===== src/rtl/ptbc_pkg.sv =====
// Shared types and constants for the pixel threshold, bounding box and centroid block.
package ptbc_pkg;

   localparam int WIDTH_MAX  = 4096;
   localparam int HEIGHT_MAX = 4096;

   localparam int SAMPLE_W = 16;
   localparam int WIDTH_W  = 13;
   localparam int LEVEL_W  = 8;
   localparam int COORD_W  = 12;
   localparam int SUM_W    = 36;
   localparam int CNT_W    = 25;
   localparam int LABEL_W  = 2;
   localparam int CSR_IDX_W = 3;

   localparam logic [LABEL_W-1:0] LABEL_BGD      = 2'd0;
   localparam logic [LABEL_W-1:0] LABEL_PROB_BGD = 2'd2;
   localparam logic [LABEL_W-1:0] LABEL_PROB_FGD = 2'd3;

   localparam logic [CSR_IDX_W-1:0] REG_FRAME_WIDTH   = 3'd0;
   localparam logic [CSR_IDX_W-1:0] REG_SAMPLE_MIN    = 3'd1;
   localparam logic [CSR_IDX_W-1:0] REG_SAMPLE_MAX    = 3'd2;
   localparam logic [CSR_IDX_W-1:0] REG_FGD_THRESHOLD = 3'd3;
   localparam logic [CSR_IDX_W-1:0] REG_BGD_THRESHOLD = 3'd4;

   typedef struct packed {
      logic                  we;
      logic [CSR_IDX_W-1:0]  index;
      logic [SAMPLE_W-1:0]   wdata;
   } csr_type;

   typedef struct packed {
      logic [SAMPLE_W-1:0] sample;
      logic                frame_end;
   } req_type;

   typedef struct packed {
      logic [LABEL_W-1:0] label;
      logic               frame_done;
      logic               no_foreground;
      logic [COORD_W-1:0] centroid_x;
      logic [COORD_W-1:0] centroid_y;
      logic [COORD_W-1:0] box_left;
      logic [COORD_W-1:0] box_top;
      logic [COORD_W-1:0] box_right;
      logic [COORD_W-1:0] box_bottom;
   } rsp_type;

   // One classified pixel passed from the front end to the accumulators.
   typedef struct packed {
      logic [LABEL_W-1:0] label;
      logic [COORD_W-1:0] col;
      logic [COORD_W-1:0] row;
      logic               last;
   } pixel_type;

endpackage


===== src/rtl/ptbc_front.sv =====
// Front end: configuration registers, sample rescaling divider, labelling and pixel position.
module ptbc_front (
   input  logic                clock,
   input  logic                reset,
   input  ptbc_pkg::csr_type   csr,
   input  logic                req_push,
   output logic                req_full,
   input  ptbc_pkg::req_type   req_data,
   output logic                q_push,
   input  logic                q_full,
   output ptbc_pkg::pixel_type q_data
);

   typedef enum logic [2:0] {
      F_IDLE = 3'b001,
      F_DIV  = 3'b010,
      F_SEND = 3'b100
   } front_state_type;

   localparam logic [3:0] SAT_STEP = 4'd8;

   front_state_type state_ff, state_in;

   logic [ptbc_pkg::WIDTH_W-1:0]  width_ff;
   logic [ptbc_pkg::SAMPLE_W-1:0] min_ff, max_ff;
   logic [ptbc_pkg::LEVEL_W-1:0]  fgd_ff, bgd_ff;

   logic [25:0] rem_ff, rem_in;
   logic [24:0] den_ff, den_in;
   logic [3:0]  cnt_ff, cnt_in;
   logic [ptbc_pkg::LEVEL_W-1:0] quot_ff, quot_in;
   logic        last_ff, last_in;
   logic [ptbc_pkg::COORD_W-1:0] col_ff, col_in, row_ff, row_in;

   logic                          flat, low, ge, wrap;
   logic [ptbc_pkg::SAMPLE_W-1:0] diff, range;
   logic [25:0]                   numer, rem_sub;
   logic [ptbc_pkg::WIDTH_W-1:0]  w_eff, col_next;
   logic [ptbc_pkg::LABEL_W-1:0]  label;

   always_ff @(posedge clock) begin
      if (reset) begin
         width_ff <= 13'd640;
         min_ff   <= 16'd0;
         max_ff   <= 16'd65280;
         fgd_ff   <= 8'd70;
         bgd_ff   <= 8'd20;
      end else if (csr.we) begin
         unique case (csr.index)
            ptbc_pkg::REG_FRAME_WIDTH:   width_ff <= csr.wdata[ptbc_pkg::WIDTH_W-1:0];
            ptbc_pkg::REG_SAMPLE_MIN:    min_ff   <= csr.wdata;
            ptbc_pkg::REG_SAMPLE_MAX:    max_ff   <= csr.wdata;
            ptbc_pkg::REG_FGD_THRESHOLD: fgd_ff   <= csr.wdata[ptbc_pkg::LEVEL_W-1:0];
            ptbc_pkg::REG_BGD_THRESHOLD: bgd_ff   <= csr.wdata[ptbc_pkg::LEVEL_W-1:0];
            default: ;
         endcase
      end
   end

   always_comb begin
      flat  = max_ff <= min_ff;
      low   = req_data.sample <= min_ff;
      diff  = req_data.sample - min_ff;
      range = max_ff - min_ff;
      // 510*d + r, the tie-rounding numerator over a denominator of 2*r
      numer = {1'b0, diff, 9'b0} - {9'b0, diff, 1'b0} + {10'b0, range};
      ge      = rem_ff >= {1'b0, den_ff};
      rem_sub = rem_ff - {1'b0, den_ff};

      if (width_ff == '0) begin
         w_eff = 13'd1;
      end else if (width_ff > 13'(ptbc_pkg::WIDTH_MAX)) begin
         w_eff = 13'(ptbc_pkg::WIDTH_MAX);
      end else begin
         w_eff = width_ff;
      end
      col_next = {1'b0, col_ff} + 13'd1;
      wrap     = col_next >= w_eff;

      // foreground test wins when the thresholds cross
      if (quot_ff >= fgd_ff) begin
         label = ptbc_pkg::LABEL_PROB_FGD;
      end else if (quot_ff >= bgd_ff) begin
         label = ptbc_pkg::LABEL_PROB_BGD;
      end else begin
         label = ptbc_pkg::LABEL_BGD;
      end
   end

   always_comb begin
      state_in = state_ff;
      rem_in   = rem_ff;
      den_in   = den_ff;
      cnt_in   = cnt_ff;
      quot_in  = quot_ff;
      last_in  = last_ff;
      col_in   = col_ff;
      row_in   = row_ff;
      unique case (state_ff)
         F_IDLE: begin
            if (req_push) begin
               last_in  = req_data.frame_end;
               rem_in   = numer;
               den_in   = {range, 9'b0};
               cnt_in   = SAT_STEP;
               quot_in  = '0;
               state_in = (flat || low) ? F_SEND : F_DIV;
            end
         end
         F_DIV: begin
            if (cnt_ff == SAT_STEP) begin
               // quotient of 256 or more: saturate the level
               if (ge) begin
                  quot_in  = '1;
                  state_in = F_SEND;
               end else begin
                  den_in = den_ff >> 1;
                  cnt_in = cnt_ff - 4'd1;
               end
            end else begin
               if (ge) begin
                  rem_in = rem_sub;
               end
               quot_in = {quot_ff[ptbc_pkg::LEVEL_W-2:0], ge};
               den_in  = den_ff >> 1;
               if (cnt_ff == '0) begin
                  state_in = F_SEND;
               end else begin
                  cnt_in = cnt_ff - 4'd1;
               end
            end
         end
         F_SEND: begin
            if (!q_full) begin
               state_in = F_IDLE;
               if (last_ff) begin
                  col_in = '0;
                  row_in = '0;
               end else if (wrap) begin
                  col_in = '0;
                  if (row_ff != 12'(ptbc_pkg::HEIGHT_MAX - 1)) begin
                     row_in = row_ff + 12'd1;
                  end
               end else begin
                  col_in = col_next[ptbc_pkg::COORD_W-1:0];
               end
            end
         end
         default: state_in = F_IDLE;
      endcase
   end

   always_ff @(posedge clock) begin
      if (reset) begin
         state_ff <= F_IDLE;
         col_ff   <= '0;
         row_ff   <= '0;
      end else begin
         state_ff <= state_in;
         col_ff   <= col_in;
         row_ff   <= row_in;
      end
   end

   always_ff @(posedge clock) begin
      rem_ff  <= rem_in;
      den_ff  <= den_in;
      cnt_ff  <= cnt_in;
      quot_ff <= quot_in;
      last_ff <= last_in;
   end

   assign req_full      = state_ff != F_IDLE;
   assign q_push        = state_ff == F_SEND;
   assign q_data.label  = label;
   assign q_data.col    = col_ff;
   assign q_data.row    = row_ff;
   assign q_data.last   = last_ff;

endmodule


===== src/rtl/ptbc_queue.sv =====
// Two-entry queue of classified pixels between the front end and the accumulators.
module ptbc_queue (
   input  logic                clock,
   input  logic                reset,
   input  logic                push,
   output logic                full,
   input  ptbc_pkg::pixel_type data_in,
   input  logic                pop,
   output logic                empty,
   output ptbc_pkg::pixel_type data_out
);

   ptbc_pkg::pixel_type mem_ff [2];
   logic       wr_ff, wr_in, rd_ff, rd_in;
   logic [1:0] count_ff, count_in;
   logic       do_push, do_pop;

   always_comb begin
      full     = count_ff == 2'd2;
      empty    = count_ff == 2'd0;
      do_push  = push && !full;
      do_pop   = pop && !empty;
      wr_in    = do_push ? !wr_ff : wr_ff;
      rd_in    = do_pop ? !rd_ff : rd_ff;
      count_in = count_ff + {1'b0, do_push} - {1'b0, do_pop};
      data_out = mem_ff[rd_ff];
   end

   always_ff @(posedge clock) begin
      if (reset) begin
         wr_ff    <= 1'b0;
         rd_ff    <= 1'b0;
         count_ff <= '0;
      end else begin
         wr_ff    <= wr_in;
         rd_ff    <= rd_in;
         count_ff <= count_in;
      end
   end

   always_ff @(posedge clock) begin
      if (do_push) begin
         mem_ff[wr_ff] <= data_in;
      end
   end

endmodule


===== src/rtl/ptbc_sum_div.sv =====
// Restoring divider for the centroid: 36-bit sum over 25-bit count, quotient saturated to 12 bits.
module ptbc_sum_div (
   input  logic                         clock,
   input  logic                         reset,
   input  logic                         start,
   input  logic [ptbc_pkg::SUM_W-1:0]   dividend,
   input  logic [ptbc_pkg::CNT_W-1:0]   divisor,
   output logic                         done,
   output logic [ptbc_pkg::COORD_W-1:0] quotient
);

   localparam logic [3:0] SAT_STEP = 4'd12;

   logic                         busy_ff, busy_in, done_ff, done_in;
   logic [ptbc_pkg::SUM_W-1:0]   rem_ff, rem_in, rem_sub;
   logic [ptbc_pkg::SUM_W:0]     den_ff, den_in;
   logic [3:0]                   cnt_ff, cnt_in;
   logic [ptbc_pkg::COORD_W-1:0] quot_ff, quot_in;
   logic                         ge;

   always_comb begin
      ge      = {1'b0, rem_ff} >= den_ff;
      rem_sub = rem_ff - den_ff[ptbc_pkg::SUM_W-1:0];
      busy_in = busy_ff;
      done_in = 1'b0;
      rem_in  = rem_ff;
      den_in  = den_ff;
      cnt_in  = cnt_ff;
      quot_in = quot_ff;
      if (start) begin
         busy_in = 1'b1;
         rem_in  = dividend;
         den_in  = {divisor, 12'b0};
         cnt_in  = SAT_STEP;
         quot_in = '0;
      end else if (busy_ff) begin
         if (cnt_ff == SAT_STEP) begin
            // mean of 4096 or more: clamp
            if (ge) begin
               quot_in = '1;
               busy_in = 1'b0;
               done_in = 1'b1;
            end else begin
               den_in = den_ff >> 1;
               cnt_in = cnt_ff - 4'd1;
            end
         end else begin
            if (ge) begin
               rem_in = rem_sub;
            end
            quot_in = {quot_ff[ptbc_pkg::COORD_W-2:0], ge};
            den_in  = den_ff >> 1;
            if (cnt_ff == '0) begin
               busy_in = 1'b0;
               done_in = 1'b1;
            end else begin
               cnt_in = cnt_ff - 4'd1;
            end
         end
      end
   end

   always_ff @(posedge clock) begin
      if (reset) begin
         busy_ff <= 1'b0;
         done_ff <= 1'b0;
      end else begin
         busy_ff <= busy_in;
         done_ff <= done_in;
      end
   end

   always_ff @(posedge clock) begin
      rem_ff  <= rem_in;
      den_ff  <= den_in;
      cnt_ff  <= cnt_in;
      quot_ff <= quot_in;
   end

   assign done     = done_ff;
   assign quotient = quot_ff;

endmodule


===== src/rtl/ptbc_back.sv =====
// Back end: foreground sums, count and box, frame summary and the result register.
module ptbc_back (
   input  logic                clock,
   input  logic                reset,
   input  logic                q_empty,
   input  ptbc_pkg::pixel_type q_data,
   output logic                q_pop,
   output logic                rsp_empty,
   input  logic                rsp_pop,
   output ptbc_pkg::rsp_type   rsp_data
);

   typedef enum logic [3:0] {
      B_IDLE = 4'b0001,
      B_DIVX = 4'b0010,
      B_DIVY = 4'b0100,
      B_OUT  = 4'b1000
   } back_state_type;

   back_state_type state_ff, state_in;

   logic [ptbc_pkg::SUM_W-1:0]   sum_cols_ff, sum_cols_in, sum_rows_ff, sum_rows_in;
   logic [ptbc_pkg::CNT_W-1:0]   count_ff, count_in;
   logic [ptbc_pkg::COORD_W-1:0] min_col_ff, min_col_in, min_row_ff, min_row_in;
   logic [ptbc_pkg::COORD_W-1:0] max_col_ff, max_col_in, max_row_ff, max_row_in;
   logic                         seen_ff, seen_in;
   logic [ptbc_pkg::LABEL_W-1:0] label_ff, label_in;
   logic [ptbc_pkg::COORD_W-1:0] cx_ff, cx_in, cy_ff, cy_in;
   logic                         start_ff, start_in;
   logic                         rsp_valid_ff, rsp_valid_in;
   ptbc_pkg::rsp_type            rsp_ff, rsp_in;

   logic                         out_free, take, is_fg, no_fg;
   logic [ptbc_pkg::SUM_W:0]     col_sum, row_sum;
   logic [ptbc_pkg::SUM_W-1:0]   div_dividend;
   logic                         div_done;
   logic [ptbc_pkg::COORD_W-1:0] div_quot;

   assign div_dividend = (state_ff == B_DIVY) ? sum_rows_ff : sum_cols_ff;

   ptbc_sum_div u_div (
      .clock    (clock),
      .reset    (reset),
      .start    (start_ff),
      .dividend (div_dividend),
      .divisor  (count_ff),
      .done     (div_done),
      .quotient (div_quot)
   );

   always_comb begin
      out_free = !rsp_valid_ff || rsp_pop;
      // a frame end item waits in the divider states or in B_OUT, so it needs no free slot yet
      take     = (state_ff == B_IDLE) && !q_empty && (q_data.last || out_free);
      is_fg    = q_data.label == ptbc_pkg::LABEL_PROB_FGD;
      no_fg    = !seen_ff || (count_ff == '0);
      col_sum  = {1'b0, sum_cols_ff} + {25'b0, q_data.col};
      row_sum  = {1'b0, sum_rows_ff} + {25'b0, q_data.row};

      state_in     = state_ff;
      sum_cols_in  = sum_cols_ff;
      sum_rows_in  = sum_rows_ff;
      count_in     = count_ff;
      min_col_in   = min_col_ff;
      min_row_in   = min_row_ff;
      max_col_in   = max_col_ff;
      max_row_in   = max_row_ff;
      seen_in      = seen_ff;
      label_in     = label_ff;
      cx_in        = cx_ff;
      cy_in        = cy_ff;
      start_in     = 1'b0;
      rsp_valid_in = rsp_valid_ff && !rsp_pop;
      rsp_in       = rsp_ff;

      if (take && is_fg) begin
         sum_cols_in = col_sum[ptbc_pkg::SUM_W] ? '1 : col_sum[ptbc_pkg::SUM_W-1:0];
         sum_rows_in = row_sum[ptbc_pkg::SUM_W] ? '1 : row_sum[ptbc_pkg::SUM_W-1:0];
         if (count_ff != '1) begin
            count_in = count_ff + 25'd1;
         end
         seen_in = 1'b1;
         if (!seen_ff) begin
            min_col_in = q_data.col;
            max_col_in = q_data.col;
            min_row_in = q_data.row;
            max_row_in = q_data.row;
         end else begin
            if (q_data.col < min_col_ff) min_col_in = q_data.col;
            if (q_data.col > max_col_ff) max_col_in = q_data.col;
            if (q_data.row < min_row_ff) min_row_in = q_data.row;
            if (q_data.row > max_row_ff) max_row_in = q_data.row;
         end
      end

      unique case (state_ff)
         B_IDLE: begin
            if (take) begin
               if (q_data.last) begin
                  label_in = q_data.label;
                  if (seen_ff || is_fg) begin
                     start_in = 1'b1;
                     state_in = B_DIVX;
                  end else begin
                     state_in = B_OUT;
                  end
               end else begin
                  rsp_valid_in = 1'b1;
                  rsp_in       = '0;
                  rsp_in.label = q_data.label;
               end
            end
         end
         B_DIVX: begin
            if (div_done) begin
               cx_in    = div_quot;
               start_in = 1'b1;
               state_in = B_DIVY;
            end
         end
         B_DIVY: begin
            if (div_done) begin
               cy_in    = div_quot;
               state_in = B_OUT;
            end
         end
         B_OUT: begin
            if (out_free) begin
               rsp_valid_in         = 1'b1;
               rsp_in               = '0;
               rsp_in.label         = label_ff;
               rsp_in.frame_done    = 1'b1;
               rsp_in.no_foreground = no_fg;
               if (!no_fg) begin
                  rsp_in.centroid_x = cx_ff;
                  rsp_in.centroid_y = cy_ff;
                  rsp_in.box_left   = min_col_ff;
                  rsp_in.box_top    = min_row_ff;
                  rsp_in.box_right  = max_col_ff;
                  rsp_in.box_bottom = max_row_ff;
               end
               // clear the frame for the next one
               sum_cols_in = '0;
               sum_rows_in = '0;
               count_in    = '0;
               min_col_in  = '0;
               min_row_in  = '0;
               max_col_in  = '0;
               max_row_in  = '0;
               seen_in     = 1'b0;
               state_in    = B_IDLE;
            end
         end
         default: state_in = B_IDLE;
      endcase
   end

   always_ff @(posedge clock) begin
      if (reset) begin
         state_ff     <= B_IDLE;
         sum_cols_ff  <= '0;
         sum_rows_ff  <= '0;
         count_ff     <= '0;
         min_col_ff   <= '0;
         min_row_ff   <= '0;
         max_col_ff   <= '0;
         max_row_ff   <= '0;
         seen_ff      <= 1'b0;
         start_ff     <= 1'b0;
         rsp_valid_ff <= 1'b0;
      end else begin
         state_ff     <= state_in;
         sum_cols_ff  <= sum_cols_in;
         sum_rows_ff  <= sum_rows_in;
         count_ff     <= count_in;
         min_col_ff   <= min_col_in;
         min_row_ff   <= min_row_in;
         max_col_ff   <= max_col_in;
         max_row_ff   <= max_row_in;
         seen_ff      <= seen_in;
         start_ff     <= start_in;
         rsp_valid_ff <= rsp_valid_in;
      end
   end

   always_ff @(posedge clock) begin
      label_ff <= label_in;
      cx_ff    <= cx_in;
      cy_ff    <= cy_in;
      rsp_ff   <= rsp_in;
   end

   assign q_pop     = take;
   assign rsp_empty = !rsp_valid_ff;
   assign rsp_data  = rsp_ff;

endmodule


===== src/rtl/pixel_threshold_bbox_centroid.sv =====
// Top level: saliency pixel labeller with foreground centroid and bounding box.
//
// Pixels enter in raster order on the req_ queue port (push/full), one 8.8
// sample each, with frame_end on the frame's last pixel. Every pixel gives one
// result on the rsp_ queue port (empty/pop): its label, and on the frame end
// pixel also the centroid, the box and the no-foreground flag.
// Registers (frame width, sample min/max, two thresholds) are written on the
// csr_ port; the user must write them only while no item is in flight, since
// the block does not enforce this. The front end holds one pixel at a time
// while its 8-bit restoring divider rescales the sample. The divider is
// skipped when the frame is flat or the sample is at or below the minimum,
// stops after its saturation check when the level saturates, and otherwise
// makes the saturation check and then eight quotient bits. A result passes
// the pixel queue and then the result register. A frame end pixel with
// foreground goes on in the back end to one shared 12-bit divider, which
// forms the column mean, then the row mean; a clamping mean ends early.
// A stalled receiver fills the result register, then the two-entry pixel
// queue, after which full stays high. Reset restores the register defaults
// and clears the position counters, sums and box; no item is pending.
module pixel_threshold_bbox_centroid (
   input  logic                                clock,
   input  logic                                reset,
   input  logic                                req_push,
   output logic                                req_full,
   input  ptbc_pkg::req_type                   req_data,
   output logic                                rsp_empty,
   input  logic                                rsp_pop,
   output ptbc_pkg::rsp_type                   rsp_data,
   input  logic                                csr_we,
   input  logic [ptbc_pkg::CSR_IDX_W-1:0]      csr_index,
   input  logic [ptbc_pkg::SAMPLE_W-1:0]       csr_wdata
);

   ptbc_pkg::csr_type   csr;
   ptbc_pkg::pixel_type front_pix, back_pix;
   logic                q_push, q_full, q_pop, q_empty;

   assign csr.we    = csr_we;
   assign csr.index = csr_index;
   assign csr.wdata = csr_wdata;

   ptbc_front u_front (
      .clock    (clock),
      .reset    (reset),
      .csr      (csr),
      .req_push (req_push),
      .req_full (req_full),
      .req_data (req_data),
      .q_push   (q_push),
      .q_full   (q_full),
      .q_data   (front_pix)
   );

   ptbc_queue u_queue (
      .clock    (clock),
      .reset    (reset),
      .push     (q_push),
      .full     (q_full),
      .data_in  (front_pix),
      .pop      (q_pop),
      .empty    (q_empty),
      .data_out (back_pix)
   );

   ptbc_back u_back (
      .clock     (clock),
      .reset     (reset),
      .q_empty   (q_empty),
      .q_data    (back_pix),
      .q_pop     (q_pop),
      .rsp_empty (rsp_empty),
      .rsp_pop   (rsp_pop),
      .rsp_data  (rsp_data)
   );

endmodule


===== config.mk =====
export PLATFORM = sky130hd
export DESIGN_NAME = pixel_threshold_bbox_centroid
export DESIGN_NICKNAME = d
export VERILOG_FILES = /design/src/rtl/ptbc_pkg.sv /design/src/rtl/ptbc_front.sv /design/src/rtl/ptbc_queue.sv /design/src/rtl/ptbc_sum_div.sv /design/src/rtl/ptbc_back.sv /design/src/rtl/pixel_threshold_bbox_centroid.sv
export SDC_FILE = /design/constraint.sdc
export NUM_CORES = 1
export LEC_CHECK = 0
export ABC_CLOCK_PERIOD_IN_PS = 6400
export BUFFER_PORTS_ARGS = -buffer_cell sky130_fd_sc_hd__buf_2
export CORE_MARGIN = 5
export CORE_UTILIZATION = 45
export DETAILED_ROUTE_END_ITERATION = 8
export GPL_TIMING_DRIVEN = 0
export PLACE_DENSITY = 0.63
export RECOVER_POWER = 100
export SETUP_SLACK_MARGIN = 0.5
export SKIP_CTS_REPAIR_TIMING = 1
export SYNTH_ARGS = -nofsm -noshare
export SYNTH_HDL_FRONTEND = slang
export SYNTH_SLANG_ARGS = --single-unit

===== constraint.sdc =====
create_clock -name clock -period 6.4 [get_ports clock]
set_clock_uncertainty 0.2 [all_clocks]
set_input_delay 0.96 -clock clock [delete_from_list [all_inputs] [get_ports clock]]
set_output_delay 0.96 -clock clock [all_outputs]
set_load 0.05 [all_outputs]

==> reports/qor.txt, run 1 <==
Area delta synth->final -> 12.0%
Chip width -> 274 um
Dpl ws -> 43.8 ps
Max Cap Viol -> 7
Reg2Reg Depth -> 21
Hold Crit Class -> flip-flop to flip-flop
Slew margin rel. -> -0.818
Clock Pin Slew Worst Setup and Hold Paths -> 60 ps
H-Tree Level Count -> 2
First-pass GRT wire length -> 131 mm
Syn Area/Cell -> 9.48 sq um
Synth warn -> 0
Tmin final -> 5900 ps
Leak pwr -> 0.0133 uW
Worst hold endpoint -> u_front.min_ff[11]
Gr usage total -> 0.217
Slew Limit Fails -> 161
Worst setup EP type -> flip-flop
Layout fillers -> 6463
Number of remaining DRC errors -> 0
Tightest Pin Transition -> 2720 ps
Syn Std Cell Area -> 31300 sq um
RR Startpoint -> u_front.min_ff[1]
Final WS setup -> 499 ps
Port bufs -> 118
Setup crit start kind -> flip-flop
Cell Pwr Density -> 348 nW/um^2
Met3 wire len -> 4.16 mm
Synth Area in Adders -> 0.102
Combinational family with the most area after synthesis -> simple AND/OR/NAND/NOR gates
Drt pass-1 iters -> 7
Critical-path maximum fanout -> 5
Reg-to-reg slack, setup -> 500 ps
Setup CP Type -> flip-flop to flip-flop
Outcome -> finished, violations left
Period utilization -> 0.922
Max VDD drop -> 220 uV
TritonCTS clock tree -> done
Vias in the first global route -> 23400
CTS Root Cell -> clkbuf_16
DIE AREA -> 75000 sq um
Worst hold stages -> 2
ANT nets after route -> 0
Async SR Flop Fraction -> 0
Wire per inst -> 18.7 um
Num rows -> 96
Pin count of the biggest net entering global routing -> 39
Register area share after synthesis -> 0.445
HPWL Detailed -> 63.5 mm
Synth Area in Compound Gates -> 0.161
Most frequent cells in the layout -> nand2_1, a21oi_1, edfxtp_1, dfxtp_1, nor2_1
Number of synthesized flops with an enable pin -> 281
Clock Path Buffers -> 3
Initial core utilization -> 0.455
Global placer's final weighted congestion -> 0.887
Final Hold Viols -> 0
Unrepaired setup endpoints after global routing -> true
Most common cell after layout, fill and taps aside -> nand2_1
Yosys reg bits -> 556
Final setup viols -> 0
Area of the core -> 68800 sq um
DR iter-0 viols -> 1615
R2r endpoint -> u_front.rem_ff[24]
Final Core Density -> 0.510
WL final -> 83.6 mm
Xor-xnor portion of the synthesized cell area -> 0.0456
Failing checks -> capacitance limit, slew limit
Grt ovf -> 0
Initial antenna violation count -> 1
Hold path start -> u_front.min_ff[11]
Fraction of layout cells with a size suffix above 1 -> 0.0579
Simple-gate share of the synthesized area -> 0.163
Unique cell type count in the Yosys netlist -> 90
Layout Nets -> 3777
Worst path required time -> 6520 ps
Arrival time worst endpoint -> 6020 ps
Met2 Wirelength -> 39.9 mm
Clk sink count -> 556
Post-Syn Instances -> 3304
Fmax -> 0.169 GHz
CTS buffer count -> 61
Mux share of post-synthesis cell area -> 0.0404
Vias/cell -> 5.51
Ys flop type -> edfxtp_1
Worst-Skew Late Latency -> 670 ps
Vias -> 24700
Met1 WL -> 37.3 mm
Syn Nets -> 3591
DIE HEIGHT -> 274 um
# IOs -> 119
Max layer used -> met5
synth_stat cells, types with 11 or more instances:
master    instances  share of area
mux2i_1          85          0.027
nand3_1          62         0.0099
nor2_1          258          0.031
nand2b_1         39         0.0078
o31ai_1          19         0.0046
and2_1           45         0.0090
or2_2            12         0.0024
xor2_1           92          0.026
xnor2_1          71          0.020
edfxtp_1        281           0.27
o21ai_0         182          0.029
nor2b_1          30         0.0060
ha_1            232          0.093
dfxtp_1         275           0.18
o21bai_1         17         0.0041
clkbuf_1        105          0.013
or3_1            21         0.0042
a31oi_1          26         0.0052
and3_1           43         0.0086
o221a_2          11         0.0040
fa_1             14         0.0089
inv_1           230          0.028
nor4_1           17         0.0034
a21o_1           76          0.018
or4_1            11         0.0026
nor3_1           90          0.014
a211oi_1         27         0.0065
nand2_1         334          0.040
mux2_2           37          0.013
nand4_1          33         0.0066
o21a_1           29         0.0069
a21oi_1         299          0.048
nand3b_1         18         0.0043
worst max path at each step:
stage               cells after the start                  end          startpoint  slack (ps)
finish                                 21   u_front.rem_ff[24]   u_front.min_ff[1]         500
global route                           21   u_front.rem_ff[24]   u_front.min_ff[1]         160
CTS                                    21   u_front.rem_ff[24]   u_front.min_ff[1]         530
detailed placement                     22   u_front.rem_ff[24]         req_data[1]          40
global placement                        4  u_back.rsp_data[61]  u_back.state_ff[0]        -420
floorplan                              18   u_front.rem_ff[24]         req_data[5]         820
logic make-up (layout without fill, tap and decap cells):
logic type / Yosys count / after routing
adders and majority gates: 246 / 246
AOI/OAI and AO/OA: 804 / 804
and+or+nand+nor: 1057 / 1057
xor gates and xnor gates: 163 / 163
other: 0 / 1
muxes: 122 / 122
buffers and inverters: 356 / 595
DFF: 556 / 556
critical path: stages (launching register included):
cell,delay (ps)
dfxtp_1,410
inv_1,140
ha_1,310
nor2b_1,130
o21a_1,130
o21ai_0,120
a21oi_1,280
o2111ai_1,190
a21boi_0,300
nor4_1,80
a311oi_1,660
fa_1,300
inv_1,50
ha_1,350
a21o_1,220
a21o_1,180
a21o_1,200
a211oi_1,370
o22ai_1,180
o41ai_1,410
mux2i_1,270
nand3_1,150
metrics by stage:
stage	std cells	total power (uW)	cell area [sq um]	hold slack, ps	setup TNS [ps]
finish	4475	12200	35100	253	0
global route	4474	12900	35100	266	0
CTS	4474	12400	35500	255	0
detailed placement	4358	8500	33300	247	0
global placement	4353	8440	33100	243	-33400
floorplan	3304	7520	31300	226	0
power breakdown:
part | total (uW) | switching [uW] | internal, uW
Sequential | 4550 | 219 | 4340
Clock | 3840 | 1510 | 2330
Combinational | 3820 | 2510 | 1320
registers in the layout, summed over array words and instances (netlist names), 13 cells and up, named ones only:
signal               count
u_back.u_div.den_ff     37
u_front.rem_ff          26
u_queue.mem_ff          54
u_back.sum_rows_ff      36
u_back.rsp_data         76
u_back.sum_cols_ff      36
u_front.width_ff        13
u_back.count_ff         25
u_front.den_ff          25
u_front.max_ff          16
u_front.min_ff          16
u_back.u_div.rem_ff     36
cell type report:
class | count | area (sq um) | share of cell area
multi-input combinational | 2392 | 15900 | 0.453
sequential | 556 | 13900 | 0.397
clock buffer | 82 | 1720 | 0.0490
tap | 931 | 1160 | 0.0332
inverter | 230 | 863 | 0.0246
timing repair buffer | 123 | 508 | 0.0145
clock inverter | 34 | 502 | 0.0143
buffer | 126 | 475 | 0.0136
antenna | 1 | 2.50 | 0.0000713
per-layer routing:
layer	track usage	vias to the layer above
li1	-	12300
met1	0.291	11700
met2	0.377	580
met3	0.0245	128
met4	0.0581	2
met5	0	-
No activity file was read; power rests on OpenSTA's default activity.
==> inputs of run 2 (changes only) <==
- ABC_AREA: unset -> 1
==> reports/qor.txt, run 2 <==
Failing checks -> capacitance limit, slew limit
Pin count of the biggest net entering global routing -> 71 (+82%)
Ys flop type -> edfxtp_1
H-Tree Level Count -> 2 (unchanged)
Clock Path Buffers -> 3 (unchanged)
Unrepaired setup endpoints after global routing -> false
Layout Nets -> 5016 (+33%)
Fraction of layout cells with a size suffix above 1 -> 0.0402 (-0.0177)
Sequential cell area -> 13900 sq um (unchanged)
Area delta synth->final -> 10.8%
Post-Syn Instances -> 4546 (+38%)
Final Hold Viols -> 0 (unchanged)
Leak pwr -> 0.0162 uW (+22%)
Max Cap Viol -> 5 (-2)
Layout fillers -> 7572 (+17%)
Number of remaining DRC errors -> 0 (unchanged)
Vias in the first global route -> 29100 (+24%)
Tightest Pin Transition -> 2570 ps (-145 ps)
TritonCTS clock tree -> done
Initial antenna violation count -> 4 (+3)
Met1 WL -> 47.3 mm (+27%)
WL final -> 105 mm (+26%)
Area of the core -> 75600 sq um (+9.8%)
# IOs -> 119 (unchanged)
Fmax -> 0.194 GHz (+14%)
Final WS setup -> 1230 ps (+736 ps)
Worst-Skew Late Latency -> 640 ps (-30 ps)
Drt pass-1 iters -> 5 (-2)
Chip width -> 285 um (+4.2%)
Met3 wire len -> 6.58 mm (+58%)
ANT nets after route -> 0 (unchanged)
Worst setup EP type -> flip-flop
First-pass GRT wire length -> 162 mm (+24%)
Multi-input logic area -> 17200 sq um (+8.3%)
Final Core Density -> 0.500 (-0.00930)
Most common cell after layout, fill and taps aside -> nand2_1
Area share of the largest cell type after synthesis -> 0.247 (-0.0222)
Syn Nets -> 4833 (+35%)
Most common cell in the netlist -> nand2_1
Async SR Flop Fraction -> 0 (unchanged)
Commonest cells post-synth -> nand2_1, nor2_1, inv_1
Slew margin rel. -> -0.715 (+0.104)
DIE AREA -> 81500 sq um (+8.6%)
Max VDD drop -> 266 uV (+21%)
Outcome -> finished, violations left
Initial core utilization -> 0.452 (-0.00343)
Vias/cell -> 5.34 (-3.0%)
HPWL Detailed -> 83.0 mm (+31%)
Period utilization -> 0.807 (-0.115)
Gr usage total -> 0.250 (+0.0324)
Hold Crit Class -> flip-flop to flip-flop
Most frequent cells in the layout -> nand2_1, nor2_1, inv_1, o21ai_0, a21oi_1
Critical-path maximum fanout -> 4 (-1)
Wire per inst -> 18.3 um (-2.0%)
Yosys reg bits -> 556 (unchanged)
Syn Area/Cell -> 7.51 sq um (-21%)
Clk sink count -> 556 (unchanged)
Num rows -> 101 (+5.2%)
CTS buffer count -> 61 (unchanged)
Synth warn -> 0 (unchanged)
Worst path required time -> 6550 ps (+30 ps)
Yosys top cell by area -> edfxtp_1
Number of flip-flops in the largest register -> 76 (unchanged)
Register area share after synthesis -> 0.408 (-0.0366)
Final setup viols -> 0 (unchanged)
Slew Limit Fails -> 185 (+15%)
DIE HEIGHT -> 285 um (+4.2%)
Unique cell type count in the Yosys netlist -> 58 (-36%)
Tmin final -> 5170 ps (-736 ps)
CTS Root Cell -> clkbuf_16
Cell Pwr Density -> 424 nW/um^2 (+22%)
Met2 Wirelength -> 47.7 mm (+20%)
Arrival time worst endpoint -> 5320 ps (-700 ps)
Setup CP Type -> primary input to flip-flop
Syn Std Cell Area -> 34100 sq um (+9.0%)
Grt ovf -> 0 (unchanged)
Vias -> 30800 (+25%)
Port bufs -> 117 (-0.85%)
Max layer used -> met5
DR iter-0 viols -> 2597 (+61%)
Setup crit start kind -> primary input
Number of synthesized flops with an enable pin -> 281 (unchanged)
Dpl ws -> 632 ps (+588 ps)
Ranking of synthesized cells by area -> edfxtp_1, dfxtp_1, nand2_1
Global placer's final weighted congestion -> 0.977 (+10%)
Clock Pin Slew Worst Setup and Hold Paths -> 60 ps (about the same)
-- run 2: cell count changes after synthesis, moves of 38 or more --
| cell | delta |
|---|---|
| and2_1 | -41 |
| nand2_1 | +577 |
| a21o_1 | -62 |
| nand3_1 | +196 |
| nor2_1 | +393 |
| o21ai_0 | +144 |
| inv_1 | +380 |
| nand4_1 | +55 |
| and3_1 | -38 |
| mux2i_1 | -85 |
| xnor2_1 | -52 |
-- run 2: worst paths after layout --
kind | from | to | slack (ps) | cells past startpoint
hold / removal | u_queue.rd_ff | u_queue.rd_ff | 260 | 1
setup / recovery | req_data[1] | u_front.rem_ff[24] | 1230 | 26
hold reg to reg | u_queue.rd_ff | u_queue.rd_ff | 260 | 1
setup reg to reg | u_front.min_ff[1] | u_front.rem_ff[24] | 1270 | 23
-- run 2: worst max-delay path: stages --
cell and delay, ps:
buf_2 80, inv_1 60, ha_1 220, fa_1 400, o21ai_0 370, nand2_1 100
nand2_1 140, a21oi_1 110, o21bai_1 270, a21oi_1 150, nand2_1 80, nand2_1 90
fa_1 520, inv_1 50, ha_1 380, nand2_1 120, nor2_1 160, inv_1 70
nor3_1 210, nand4_1 130, nand3_1 210, nand2_1 70, nand2_1 80, nand2_1 100
nand2_1 70, o21ai_0 110
-- run 2: layer usage --
layer / global-route usage / up-vias
li1: - / 15500
met1: 0.342 / 14200
met2: 0.407 / 847
met3: 0.0390 / 193
met4: 0.0848 / 6
met5: 0 / -
-- run 2: report_power, final --
part / total, uW / internal, uW / leakage (uW) / switching, uW
Clock: 3660 / 2160 / 0.00101 / 1500
Sequential: 5270 / 4850 / 0.00486 / 416
Combinational: 7090 / 1920 / 0.0103 / 5170
Total: 16000 / 8930 / 0.0162 / 7090
-- run 2: per-stage QoR --
stage | setup TNS (ps) | hold WS, ps | std cells | power (uW) | instance area [sq um]
6_report | 0 | 264 | 5761 | 16000 | 37800
5_1_grt | 0 | 282 | 5760 | 17100 | 37800
4_1_cts | 0 | 263 | 5760 | 16200 | 38100
3_5_place_dp | 0 | 247 | 5644 | 12500 | 36100
3_3_place_gp | -8820 | 240 | 5641 | 12400 | 36000
2_1_floorplan | 0 | 226 | 4546 | 10400 | 34100
-- run 2: cell type report --
| class | instances | share of cell area |
|---|---|---|
| flip-flops and latches | 556 | 0.369 |
| well taps | 978 | 0.0324 |
| clock inverters | 36 | 0.0107 |
| repair buffers | 120 | 0.0132 |
| clock buffers | 80 | 0.0442 |
| diodes | 1 | 0.0000662 |
| inverters | 627 | 0.0623 |
| plain buffers | 121 | 0.0132 |
| multi-input cells | 3242 | 0.455 |
-- run 2: kinds of logic after synthesis --
| group | share of synthesized area |
|---|---|
| flip-flops | 0.408 |
| AND/OR/NAND/NOR | 0.258 |
| AO/OA/AOI/OAI | 0.130 |
| buffers and inverters | 0.0854 |
| adder cells (fa/ha/maj) | 0.0932 |
| XOR/XNOR | 0.0254 |
